### src/design/sliding_window_median_unit_defines.svh
// Assertion macros shared by the sliding window median design.
// Each use expands to one concurrent assertion clocked on i_clk and
// disabled while i_rst_n is low.
`ifndef SLIDING_WINDOW_MEDIAN_UNIT_DEFINES_SVH
`define SLIDING_WINDOW_MEDIAN_UNIT_DEFINES_SVH

`ifndef SYNTHESIS
// The consequent must hold in the same cycle as the antecedent.
`define SWM_ASSERT_SAME(lbl, ante, cons) \
    lbl: assert property (@(posedge i_clk) disable iff (!i_rst_n) (ante) |-> (cons)) \
        else $error("swm: assertion failed");
// The consequent must hold in the cycle after the antecedent.
`define SWM_ASSERT_NEXT(lbl, ante, cons) \
    lbl: assert property (@(posedge i_clk) disable iff (!i_rst_n) (ante) |=> (cons)) \
        else $error("swm: assertion failed");
`else
`define SWM_ASSERT_SAME(lbl, ante, cons)
`define SWM_ASSERT_NEXT(lbl, ante, cons)
`endif

`endif

### src/design/swm_pkg.sv
package swm_pkg;

    localparam int DATA_BITS = 8;
    localparam int CFG_BITS = 9;
    localparam logic [CFG_BITS-1:0] WINDOW_SIZE_RESET = 9'd3;

    typedef enum logic [1:0] {
        TREE_ADD,
        TREE_SUB,
        TREE_SEARCH
    } t_tree_op;

    typedef struct packed {
        logic     clear;
        logic     start;
        t_tree_op op;
    } t_tree_cmd;

    typedef struct packed {
        logic busy;
        logic done;
    } t_tree_stat;

    typedef struct packed {
        logic restart;
        logic push;
        logic pop;
    } t_line_ctrl;

endpackage

### src/design/swm_line.sv
module swm_line import swm_pkg::*; #(
    parameter int SAMPLE_BITS = 8,
    parameter int MAX_WINDOW = 256
) (
    input  logic                                 i_clk,
    input  logic                                 i_rst_n,
    input  t_line_ctrl                           i_ctrl,
    input  logic [SAMPLE_BITS-1:0]               i_sample,
    input  logic [$clog2(MAX_WINDOW+1)-1:0]      i_window,
    output logic                                 o_full,
    output logic [SAMPLE_BITS-1:0]               o_oldest
);

    localparam int CNT_BITS = $clog2(MAX_WINDOW + 1);
    localparam int PTR_BITS = (MAX_WINDOW > 1) ? $clog2(MAX_WINDOW) : 1;
    localparam int SUM_BITS = CNT_BITS + 1;
    localparam logic [SUM_BITS-1:0] DEPTH = SUM_BITS'(MAX_WINDOW);
    localparam logic [PTR_BITS-1:0] LAST_PTR = PTR_BITS'(MAX_WINDOW - 1);

    logic [SAMPLE_BITS-1:0] r_line_mem [MAX_WINDOW];
    logic [SAMPLE_BITS-1:0] r_oldest_data;
    logic [PTR_BITS-1:0]    r_oldest;
    logic [CNT_BITS-1:0]    r_fill;

    logic [SUM_BITS-1:0] wr_sum;
    logic [SUM_BITS-1:0] wr_pos;
    logic [PTR_BITS-1:0] wr_idx;
    logic [PTR_BITS-1:0] n_oldest;

    // The newest item goes fill_count places after the oldest, wrapping once.
    assign wr_sum = SUM_BITS'(r_oldest) + SUM_BITS'(r_fill);
    assign wr_pos = (wr_sum >= DEPTH) ? (wr_sum - DEPTH) : wr_sum;
    assign wr_idx = wr_pos[PTR_BITS-1:0];
    assign n_oldest = (r_oldest == LAST_PTR) ? '0 : (r_oldest + PTR_BITS'(1));

    always_ff @(posedge i_clk) begin
        if (i_ctrl.push) begin
            r_line_mem[wr_idx] <= i_sample;
        end
        r_oldest_data <= r_line_mem[r_oldest];
    end

    always_ff @(posedge i_clk) begin
        if (!i_rst_n || i_ctrl.restart) begin
            r_oldest <= '0;
            r_fill <= '0;
        end else if (i_ctrl.push) begin
            r_fill <= r_fill + CNT_BITS'(1);
        end else if (i_ctrl.pop) begin
            r_fill <= r_fill - CNT_BITS'(1);
            r_oldest <= n_oldest;
        end
    end

    assign o_full = (r_fill >= i_window);
    assign o_oldest = r_oldest_data;

endmodule

### config.mk
export PLATFORM = sky130hd
export DESIGN_NAME = swm_line
export DESIGN_NICKNAME = d
export VERILOG_FILES = /design/src/design/sliding_window_median_unit_defines.svh /design/src/design/swm_pkg.sv /design/src/design/swm_line.sv
export SDC_FILE = /design/constraint.sdc
export NUM_CORES = 2
export LEC_CHECK = 0
export BUFFER_PORTS_ARGS = -buffer_cell sky130_fd_sc_hd__buf_2
export CAP_MARGIN = 40
export CORE_MARGIN = 1.5
export CORE_UTILIZATION = 36
export CTS_BUF_LIST = sky130_fd_sc_hd__clkbuf_16
export DETAILED_ROUTE_END_ITERATION = 8
export HOLD_SLACK_MARGIN = 0.08
export PLACE_DENSITY_LB_ADDON = 0.3
export SLEW_MARGIN = 5
export SYNTH_ARGS = -nofsm -noshare
export SYNTH_HDL_FRONTEND = slang
export SYNTH_SLANG_ARGS = --single-unit
### constraint.sdc
create_clock -name i_clk -period 3.35 [get_ports i_clk]
set_input_delay 0.335 -clock i_clk [delete_from_list [all_inputs] [get_ports i_clk]]
set_output_delay 0.335 -clock i_clk [all_outputs]
set_load 0.05 [all_outputs]
==> impl_metrics.tcl <==
set metrics [dict create \
    antenna_found_initial 4 \
    p_leak_nw 31.2 \
    fp.coreArea_sq_mm 0.225 \
    avgSynthCellArea_sq_um 20.3 \
    synthFlopType "edfxtp_1" \
    crit_path_end "o_oldest[1]" \
    ys_ff_latch 2073 \
    grt_pass1_vias 43100 \
    layout-drive-gt1-share_pct 32.1 \
    final_nets 4762 \
    die_h_um 478 \
    post-place-ws_ns -0.604 \
    critical-path-top-delay-family "buffers and inverters" \
    worst_slack_ns 0.0516 \
    clkSlewWorstSetupHoldPaths_ns 0.06 \
    fin_area_sq_mm 0.0977 \
    numClockSinks 2073 \
    firstDrtPassIters 6 \
    ir_worst_vdd_uv 397 \
    overflow 0 \
    relSlewSlack_pct 40.6 \
    grt_pass1_wl_mm 322 \
    rsz0062_at_grt "yes" \
    routedWlPerCell_um 28.7 \
    die_w_um 478 \
    cpPeakStageDelay_ns 0.52 \
    synthToLayoutAreaGrowth_pct 20.2 \
    netlist_area_sq_mm 0.0813 \
    slowest_stage "mux4_2" \
    hold_viol_final 0 \
    cts_tree "yes" \
    maxSlewViolCount 0 \
    netlist_instances 3995 \
    drc_errors 0 \
    max_clock_freq_mhz 303 \
    synth_cell_types 65 \
    start_util_pct 36.2 \
    numPortBuffers 30 \
    clock_latency_ns 0.87 \
    synth_warnings 0 \
    dieArea_sq_mm 0.229 \
    worstRegToRegCells 13 \
    period_share_pct 98.5 \
    htree_levels 4 \
    cts-root-buf "clkbuf_16" \
    cts_buffers 212 \
    finalCriticalPeriod_ns 3.30 \
    vias 42900 \
    r2r_start "r_oldest[0]" \
    maxCapViolations 0 \
    path_depth 13 \
    vias_per_cell 5.44 \
    skew_ns 0.0643 \
    powerDensity_mw_per_mm2 553 \
    hold_path_depth 2 \
    cp_num_buf_inv 5 \
    path_max_fanout 18 \
    io_pins 31 \
    critPathCaptureType "flop" \
    ant_nets 0 \
    r2r-end "o_oldest[1]" \
    r2r_setup_slack_ns 0.05 \
    dpl.hpwl_mm 148 \
    start_kind "flop" \
    place_area_sq_mm 0.0900 \
    tightest_slew_ns 0.887 \
    cp_common_cell "buf_4" \
    drtIter0Drc 5208 \
    row_count 174 \
    gp_congestion 0.865 \
    status "complete, no violations" \
    finalSetupTns_ns 0 \
    grt_usage_pct 19.6 \
    worstSetupPathType "reg2reg" \
    worstPathRequired_ns 4.11 \
    clk_path_buf_depth 3 \
    seq_area_frac_synth_pct 76.3 \
    cp_cell_sequence "buf_16 -> mux4_2 -> nand2_1 -> a21oi_1 -> a2111oi_1 -> buf_4 -> nor3_1 -> buf_4 -> nor4_1 -> clkdlybuf4s15_2 -> o21ai_0 -> buf_4 -> o21a_1" \
    synth_nets 4043 \
    grt_max_degree 124 \
    hp-class "in2reg" \
    setup_viol 0 \
    synthArstFlopShare_pct 0 \
    arrival_ns 4.06 \
    startpoint "r_oldest[0]" \
    routed_wl_mm 227 \
    synth_enable_flop_cells 2048 \
]
## stage by stage
step / hold slack, ns / total power [W] / utilization [%] / cells
2_1_floorplan: 0.434 / 0.0299 / - / 3995
3_3_place_gp: 0.509 / 0.0308 / 40.0 / 7459
3_5_place_dp: 0.524 / 0.0308 / 40.0 / 7464
4_1_cts: 0.121 / 0.0544 / 43.3 / 7868
5_1_grt: 0.0970 / 0.0555 / 43.5 / 7885
6_report: 0.126 / 0.0540 / 43.5 / 7887
## power breakdown
| part | leakage, nW | internal, W | total (W) | switching, W |
|---|---|---|---|---|
| sequential | 18.6 | 0.0285 | 0.0286 | 0.0000553 |
| combinational | 8.97 | 0.000614 | 0.00170 | 0.00109 |
| clock | 3.58 | 0.0136 | 0.0237 | 0.0101 |
| total | 31.2 | 0.0428 | 0.0540 | 0.0113 |
## layout by cell type (no fill, tap or decap), drive strengths merged, types with 25 or more instances in the layout
cell    instances
a221oi         28
clkinv        100
buf           702
bufinv         25
nor2          335
dfxtp          25
clkbuf        225
nand2         178
inv            66
o21ai          54
a21oi          76
edfxtp       2048
mux4          466
a22oi          37
mux2i         176
## cells by family (layout without fill, tap and decap cells)
group | count (synthesis) | count (layout) | share of synthesized area (%)
AOI/OAI and AO/OA | 352 | 352 | 2.95
DFF | 2073 | 2073 | 76.3
adders and majority gates | 26 | 26 | 0.419
buffers and inverters | 243 | 1141 | 1.62
xor gates and xnor gates | 27 | 27 | 0.291
other | 0 | 2 | 0
and+or+nand+nor | 618 | 618 | 3.14
muxes | 656 | 656 | 15.3
## Yosys cell counts (14+ instances only)
| cell | n | area share (%) |
|---|---|---|
| edfxtp_1 | 2048 | 76 |
| mux4_2 | 466 | 13 |
| nor2_1 | 335 | 1.5 |
| nand2_1 | 178 | 0.82 |
| mux2i_1 | 176 | 2.2 |
| a21oi_1 | 76 | 0.47 |
| buf_2 | 75 | 0.46 |
| clkbuf_1 | 73 | 0.34 |
| o21ai_0 | 54 | 0.33 |
| a22oi_1 | 37 | 0.34 |
| a221oi_1 | 28 | 0.30 |
| buf_4 | 28 | 0.26 |
| buf_6 | 27 | 0.37 |
| dfxtp_1 | 25 | 0.62 |
| a211oi_1 | 24 | 0.22 |
| ha_1 | 24 | 0.37 |
| nand3_1 | 24 | 0.15 |
| o22ai_1 | 24 | 0.18 |
| nor2b_1 | 22 | 0.17 |
| nor3_1 | 21 | 0.13 |
| inv_1 | 20 | 0.092 |
| xnor2_1 | 20 | 0.22 |
| o211ai_1 | 19 | 0.18 |
| buf_1 | 17 | 0.079 |
| mux2_2 | 14 | 0.19 |
## flip-flops by register name (all words and copies together) (netlist names)
register	count
r_line_mem	2048
r_oldest	8
o_oldest	8
r_fill	9
## per-layer routing
layer | vias to the layer above | track usage [%] | wire, um
li1 | 17900 | - | -
met1 | 22900 | 27.8 | 96200
met2 | 1818 | 30.9 | 107000
met3 | 331 | 3.20 | 16800
met4 | 2 | 5.89 | 6330
met5 | - | 0 | 18
## worst reg2reg max path: stages (launching register included)
cell             delay, ns
dfxtp_4               0.45
buf_16                0.22
mux4_2                0.57
nand2_1               0.08
a21oi_1               0.08
a2111oi_1             0.37
buf_4                 0.19
nor3_1                0.04
buf_4                 0.15
nor4_1                0.29
clkdlybuf4s15_2       0.31
o21ai_0               0.14
buf_4                 0.20
o21a_1                0.11
## final cells by class
class	instances	area, sq um
Multi-Input combinational cell	1679	18100
Inverter	23	95.1
Tap cell	2992	3740
Timing Repair Buffer	725	6660
Fill cell	19400	127000
Clock inverter	178	1680
Clock buffer	215	5380
Sequential cell	2073	62000
Antenna cell	2	5.00
## worst min-delay path by stage
| stage | slack (ns) | end | start |
|---|---|---|---|
| after floorplan | 0.43 | r_line_mem[0][0] | i_sample[0] |
| after global placement | 0.51 | r_fill[8] | r_fill[8] |
| after detailed placement | 0.52 | r_fill[8] | r_fill[8] |
| after CTS | 0.12 | r_line_mem[82][4] | i_sample[4] |
| after global routing | 0.1 | r_line_mem[231][5] | i_sample[5] |
| final | 0.13 | r_line_mem[245][5] | i_sample[5] |
## what timing repair did
| action | CTS | global route |
|---|---|---|
| cloned | 0 | 1 |
| buffers inserted | 2 | 10 |
| hold endpoints to repair | 98 | 25 |
| hold buffers | 9 | 2 |
| resized for setup | 14 | 78 |
| pin swaps | 3 | 4 |
| setup endpoints to repair | 7 | 1783 |
Note: power is estimated with default switching activity, not from simulation.
