## config.mk

```make
export PLATFORM = sky130hd
export DESIGN_NAME = swm_tree
export DESIGN_NICKNAME = d
export VERILOG_FILES = /design/src/design/sliding_window_median_unit_defines.svh /design/src/design/swm_pkg.sv /design/src/design/swm_tree.sv
export SDC_FILE = /design/constraint.sdc
export NUM_CORES = 2
export LEC_CHECK = 0
export CORE_ASPECT_RATIO = 1.2
export CORE_MARGIN = 10
export CORE_UTILIZATION = 50
export CTS_BUF_LIST = sky130_fd_sc_hd__clkbuf_16
export DETAILED_ROUTE_END_ITERATION = 10
export DONT_BUFFER_PORTS = 1
export SLEW_MARGIN = 15
export SYNTH_ARGS = -nofsm -noshare
export SYNTH_HDL_FRONTEND = slang
export SYNTH_SLANG_ARGS = --single-unit
```

## constraint.sdc

```tcl
create_clock -name i_clk -period 17.45 [get_ports i_clk]
set_clock_uncertainty 0.05 [all_clocks]
set_input_delay 0 -clock i_clk [delete_from_list [all_inputs] [get_ports i_clk]]
set_output_delay 0 -clock i_clk [all_outputs]
set_load 0.02 [all_outputs]
```

## src/design/sliding_window_median_unit_defines.svh

```systemverilog
// Assertion macros shared by the sliding window median design.
// Each use expands to one concurrent assertion clocked on i_clk and
// disabled while i_rst_n is low.
`ifndef SLIDING_WINDOW_MEDIAN_UNIT_DEFINES_SVH
`define SLIDING_WINDOW_MEDIAN_UNIT_DEFINES_SVH

`ifndef SYNTHESIS
// The consequent must hold in the same cycle as the antecedent.
`define SWM_ASSERT_SAME(lbl, ante, cons) \
    lbl: assert property (@(posedge i_clk) disable iff (!i_rst_n) (ante) |-> (cons)) \
        else $error("swm: assertion failed");
// The consequent must hold in the cycle after the antecedent.
`define SWM_ASSERT_NEXT(lbl, ante, cons) \
    lbl: assert property (@(posedge i_clk) disable iff (!i_rst_n) (ante) |=> (cons)) \
        else $error("swm: assertion failed");
`else
`define SWM_ASSERT_SAME(lbl, ante, cons)
`define SWM_ASSERT_NEXT(lbl, ante, cons)
`endif

`endif

```

## src/design/swm_pkg.sv

```systemverilog
package swm_pkg;

    localparam int DATA_BITS = 8;
    localparam int CFG_BITS = 9;
    localparam logic [CFG_BITS-1:0] WINDOW_SIZE_RESET = 9'd3;

    typedef enum logic [1:0] {
        TREE_ADD,
        TREE_SUB,
        TREE_SEARCH
    } t_tree_op;

    typedef struct packed {
        logic     clear;
        logic     start;
        t_tree_op op;
    } t_tree_cmd;

    typedef struct packed {
        logic busy;
        logic done;
    } t_tree_stat;

    typedef struct packed {
        logic restart;
        logic push;
        logic pop;
    } t_line_ctrl;

endpackage

```

## src/design/swm_tree.sv

```systemverilog
module swm_tree import swm_pkg::*; #(
    parameter int SAMPLE_BITS = 8,
    parameter int CNT_BITS = 9
) (
    input  logic                   i_clk,
    input  logic                   i_rst_n,
    input  t_tree_cmd              i_cmd,
    input  logic [SAMPLE_BITS-1:0] i_value,
    input  logic [CNT_BITS-1:0]    i_rank,
    output t_tree_stat             o_stat,
    output logic [SAMPLE_BITS-1:0] o_result
);

    localparam int VALUE_COUNT = 1 << SAMPLE_BITS;
    localparam int NODE_BITS = SAMPLE_BITS + 1;
    localparam int WIDE_BITS = SAMPLE_BITS + 2;
    localparam logic [NODE_BITS-1:0] NODE_TOP = {1'b1, {SAMPLE_BITS{1'b0}}};

    typedef enum logic [1:0] {
        T_CLEAR,
        T_IDLE,
        T_RD,
        T_OP
    } t_state;

    t_state                 r_state;
    t_tree_op               r_op;
    logic [NODE_BITS-1:0]   r_node;
    logic [NODE_BITS-1:0]   r_pos;
    logic [NODE_BITS-1:0]   r_step;
    logic [CNT_BITS-1:0]    r_rank;
    logic [SAMPLE_BITS-1:0] r_clr;
    logic                   r_done;
    logic [SAMPLE_BITS-1:0] r_result;

    logic [CNT_BITS-1:0]    r_count_mem [VALUE_COUNT];
    logic [CNT_BITS-1:0]    r_rd_data;

    logic                   is_search;
    logic [WIDE_BITS-1:0]   cur_sum;
    logic                   search_in;
    logic                   take;
    logic [NODE_BITS-1:0]   n_pos;
    logic [CNT_BITS-1:0]    n_rank;
    logic [NODE_BITS-1:0]   step_half;
    logic [WIDE_BITS-1:0]   next_sum;
    logic [NODE_BITS-1:0]   low_bit;
    logic [WIDE_BITS-1:0]   node_next;
    logic                   node_end;
    logic [CNT_BITS-1:0]    adj_data;
    logic [WIDE_BITS-1:0]   rd_node;
    logic [WIDE_BITS-1:0]   rd_tmp;
    logic [SAMPLE_BITS-1:0] rd_addr;
    logic [WIDE_BITS-1:0]   wr_tmp;
    logic                   wr_en;
    logic [SAMPLE_BITS-1:0] wr_addr;
    logic [CNT_BITS-1:0]    wr_data;
    logic [SAMPLE_BITS-1:0] capped;

    assign is_search = (r_op == TREE_SEARCH);

    // Binary descent: probe node pos + step, take it while its count is below the rank.
    assign cur_sum = WIDE_BITS'(r_pos) + WIDE_BITS'(r_step);
    assign search_in = (cur_sum <= WIDE_BITS'(NODE_TOP));
    assign take = search_in && (r_rd_data < r_rank);
    assign n_pos = take ? cur_sum[NODE_BITS-1:0] : r_pos;
    assign n_rank = take ? (r_rank - r_rd_data) : r_rank;
    assign step_half = r_step >> 1;
    assign next_sum = WIDE_BITS'(n_pos) + WIDE_BITS'(step_half);
    assign capped = n_pos[SAMPLE_BITS] ? '1 : n_pos[SAMPLE_BITS-1:0];

    // Count update walks up the tree by adding the lowest set bit of the node.
    assign low_bit = r_node & (~r_node + NODE_BITS'(1));
    assign node_next = WIDE_BITS'(r_node) + WIDE_BITS'(low_bit);
    assign node_end = (node_next > WIDE_BITS'(NODE_TOP));
    assign adj_data = (r_op == TREE_ADD) ? (r_rd_data + CNT_BITS'(1))
                                         : (r_rd_data - CNT_BITS'(1));

    // Node n is stored at address n - 1. Each cycle of T_OP reads the next node
    // while an update walk writes the current one; along an update walk the nodes strictly grow.
    always_comb begin
        case (r_state)
            T_RD:    rd_node = is_search ? cur_sum : WIDE_BITS'(r_node);
            T_OP:    rd_node = is_search ? next_sum : node_next;
            default: rd_node = '0;
        endcase
    end
    assign rd_tmp = rd_node - WIDE_BITS'(1);
    assign rd_addr = rd_tmp[SAMPLE_BITS-1:0];

    assign wr_tmp = WIDE_BITS'(r_node) - WIDE_BITS'(1);
    always_comb begin
        case (r_state)
            T_CLEAR: begin
                wr_en = 1'b1;
                wr_addr = r_clr;
                wr_data = '0;
            end
            T_OP: begin
                wr_en = !is_search;
                wr_addr = wr_tmp[SAMPLE_BITS-1:0];
                wr_data = adj_data;
            end
            default: begin
                wr_en = 1'b0;
                wr_addr = wr_tmp[SAMPLE_BITS-1:0];
                wr_data = adj_data;
            end
        endcase
    end

    always_ff @(posedge i_clk) begin
        if (wr_en) begin
            r_count_mem[wr_addr] <= wr_data;
        end
        r_rd_data <= r_count_mem[rd_addr];
    end

    always_ff @(posedge i_clk) begin
        if (!i_rst_n || i_cmd.clear) begin
            r_state <= T_CLEAR;
            r_clr <= '0;
            r_done <= 1'b0;
            r_op <= TREE_ADD;
        end else begin
            r_done <= 1'b0;
            case (r_state)
                T_CLEAR: begin
                    r_clr <= r_clr + SAMPLE_BITS'(1);
                    if (r_clr == {SAMPLE_BITS{1'b1}}) begin
                        r_state <= T_IDLE;
                    end
                end
                T_IDLE: begin
                    if (i_cmd.start) begin
                        r_op <= i_cmd.op;
                        r_node <= NODE_BITS'(i_value) + NODE_BITS'(1);
                        r_pos <= '0;
                        r_step <= NODE_TOP;
                        r_rank <= i_rank;
                        r_state <= T_RD;
                    end
                end
                T_RD: begin
                    r_state <= T_OP;
                end
                T_OP: begin
                    if (is_search) begin
                        r_pos <= n_pos;
                        r_rank <= n_rank;
                        r_step <= step_half;
                        if (r_step == NODE_BITS'(1)) begin
                            r_result <= capped;
                            r_done <= 1'b1;
                            r_state <= T_IDLE;
                        end
                    end else begin
                        r_node <= node_next[NODE_BITS-1:0];
                        if (node_end) begin
                            r_done <= 1'b1;
                            r_state <= T_IDLE;
                        end
                    end
                end
                default: begin
                    r_state <= T_IDLE;
                end
            endcase
        end
    end

    assign o_stat.busy = (r_state != T_IDLE);
    assign o_stat.done = r_done;
    assign o_result = r_result;

endmodule

```

==> metrics <==
Largest stage delay, worst path approximately 0.96 ns; fmax 104 MHz; detail-routed net length per standard cell 31.8 um; Required @ worst endpoint around 18 ns; vias in the first global route 47,300; GPL Wtd Cong 0.854; outcome finished clean; share of post-route cells with drive strength above 1 a little under a quarter; starting DRC count in detailed routing 5,658; residual DRC count 0; Async SR Flop Fraction 0%; Hold Crit Depth 5; placed insts 6,948; standby leakage power 0.0287 uW; via count 46,400; Syn Nets approximately 4,700; Synth Area per Inst 20.4 um2; register area share after synthesis 75.4%; WP buf/inv 5; post-CTS setup buffers 0; Worst path slowest cell nor4_1; unrepaired setup endpoints after global routing false; Max-Cap Viols 0; clock sink total between 2,000 and 2,500; Crit Path Category flop to flop; DR vias/cell ~6.2; total global-route track usage 22.9%; final hold vios 0; HPWL Detailed 140,000 um; Crit path max-delay family simple AND/OR/NAND/NOR gates; Final setup violation count 0; worst path arrival time 10.37 ns; #FFs+latches synth 2,370; I/O pins 33; root buf cell clkbuf_16; Worst path depth 26; area growth from synthesis to layout 11.8%; Initial Utilization roughly 50%; row cnt 174; Power Density about 100 nW/um2; Crit Path Max Fanout 93; Finished Core Util about 56%; first-pass GRT wire length 343,000 um; worst slew pin tran 1.37 ns; die area 206,000 um2; Hold/Removal Path Class input port to flop; clk_lat worst skew approximately 0.87 ns; Chip Width 416 um; Final Max Tran Viols 0; crit share post-route 55.1%; CTS tree done; CTS HTree Levels 4; CORE AREA roughly 190,000 um2; largest net degree at the start of global routing 225; Synth top area share 74.9%; IO Port Bufs 0; Crit. End Element flop; nets 4,841; Max rail drop VDD 0.000111 V; Worst-path clk slew 0.06 ns; height of the die 495 um; initial antenna violation count 9; synthesized cell area 94,200 um2; CP Launch Type flop; EDFF count, synth about 2,300; total CTS buffers 226; Cells after Synth 4,606; grt ovf 0; remaining antenna violation count 0; Worst Reg-to-Reg Cells 26; drt total wl roughly 240,000 um; TritonRoute pass-1 iters 6; Setup TNS Final 0 ns; Yosys cell types 78; yosys warns 0; Relative slew margins 8.42%; clk buf depth 3; ys flop type edfxtp_1; top cells by area, synth edfxtp_1 (75%), mux4_2 (16%), nor2_1 (1.4%), nand2_1 (1.3%), ha_1 (0.64%); post-route non-filler standard cell count 7,429; crit path time final ~9.6 ns; Synth area leader edfxtp_1
-- sequential cells by signal (all words and copies together), names as in the netlist --
signal	cells
r_step	9
r_rank	9
r_state	2
o_result	8
r_pos	9
r_clr	8
r_count_mem	2304
r_rd_data	9
r_node	9
r_done	1
r_op	2
-- placed cells by master (no fill, tap or decap), drive strengths merged, types with 7 or more instances in the layout --
cell | netlist | final
clkinv | 0 | 114
clkinvlp | 0 | 9
xor2 | 16 | 16
mux2i | 49 | 49
a21boi | 8 | 8
nor2b | 10 | 10
ha | 48 | 48
a31oi | 27 | 27
nor2 | 345 | 345
clkbuf | 142 | 227
nand2 | 327 | 327
a32oi | 26 | 26
a21oi | 38 | 38
o22ai | 24 | 24
nand2b | 11 | 11
mux2 | 18 | 18
nor4 | 19 | 19
xnor2 | 28 | 28
a21o | 15 | 15
inv | 35 | 87
buf | 109 | 131
mux4 | 648 | 648
a311oi | 10 | 10
nand3 | 78 | 78
o21a | 10 | 10
nand4 | 7 | 7
and2 | 9 | 9
o21ai | 38 | 38
and3 | 22 | 22
dlygate4sd3 | 0 | 52
edfxtp | 2348 | 2348
bufinv | 0 | 21
dfxtp | 22 | 22
a211oi | 18 | 18
nor3 | 25 | 25
-- metal layers --
metal  GRT usage [%]  share of wire [%]  up-vias
li1                -                  -    19300
met1            31.2                 40    24900
met2            38.1                 50     1768
met3            3.87                7.2      350
met4            6.83                2.8        2
met5               0             0.0047        -
-- cell usage after synthesis (all sizes together) (26+ instances only) --
library cell,n
a21oi,38
a31oi,27
a32oi,26
buf,109
clkbuf,142
edfxtp,2348
ha,48
inv,35
mux2i,49
mux4,648
nand2,327
nand3,78
nor2,345
o21ai,38
xnor2,28
-- stage by stage --
step	hold slack, ns	cell area (um2)	total power [uW]	setup WS (ns)
after floorplan	0.0975	94200	6290	4.44
after global placement	0.112	97400	6300	7.48
after detailed placement	0.110	97500	6300	7.77
after CTS	0.145	105000	11100	7.71
after global routing	0.268	105000	11300	7.35
final	0.205	105000	11000	7.83
-- worst min-delay path: cells and delay by family --
| family | cells | cell delay [ns] |
|---|---|---|
| buffers and inverters | 1 | 0.56 |
| AND/OR/NAND/NOR | 2 | 0.26 |
| multiplexers | 1 | 0.14 |
| AO/OA/AOI/OAI | 1 | 0.12 |
-- final cells by class --
type,instances,area (um2)
clock buffers,227,5680
fillers,14100,81900
multi-input cells,1950,22200
inverters,35,131
flip-flops and latches,2370,70900
well taps,2464,3080
diodes,4,10.0
repair buffers,183,1630
clock inverters,196,1590
-- kinds of logic (layout without fill, tap and decap cells) --
family / after synthesis / in the layout / share of synthesized area, %
DFF: 2370 / 2370 / 75.4
and+or+nand+nor: 879 / 879 / 3.97
muxes: 715 / 715 / 16.2
buffers and inverters: 286 / 641 / 1.33
AOI/OAI and AO/OA: 260 / 260 / 1.96
adders and majority gates: 52 / 52 / 0.723
xor gates and xnor gates: 44 / 44 / 0.433
other: 0 / 4 / 0
-- timing repair --
action / 4_1_cts / 5_1_grt
resized for setup: 0 / 0
hold endpoints to repair: 35 / 0
hold buffers: 52 / 0
-- where the power goes --
group | internal, uW | total, uW | switching, uW
Clock | 2680 | 4810 | 2130
Sequential | 6160 | 6160 | 0.897
Combinational | 11.4 | 28.3 | 16.9
Total | 8850 | 11000 | 2150
-- final timing paths --
check                           slack, ns                 endpoint                    from
worst max-delay path                 7.83     r_rd_data[4]$_DFF_P_  r_pos[0]$_SDFFCE_PN0P_
worst min-delay path                 0.20  r_state[1]$_SDFFE_PP0P_                i_cmd[2]
worst max register to register       7.83     r_rd_data[4]$_DFF_P_  r_pos[0]$_SDFFCE_PN0P_
worst min register to register       0.47    r_clr[7]$_SDFFE_PP0P_   r_clr[7]$_SDFFE_PP0P_
(Power assumes the default switching activity.)
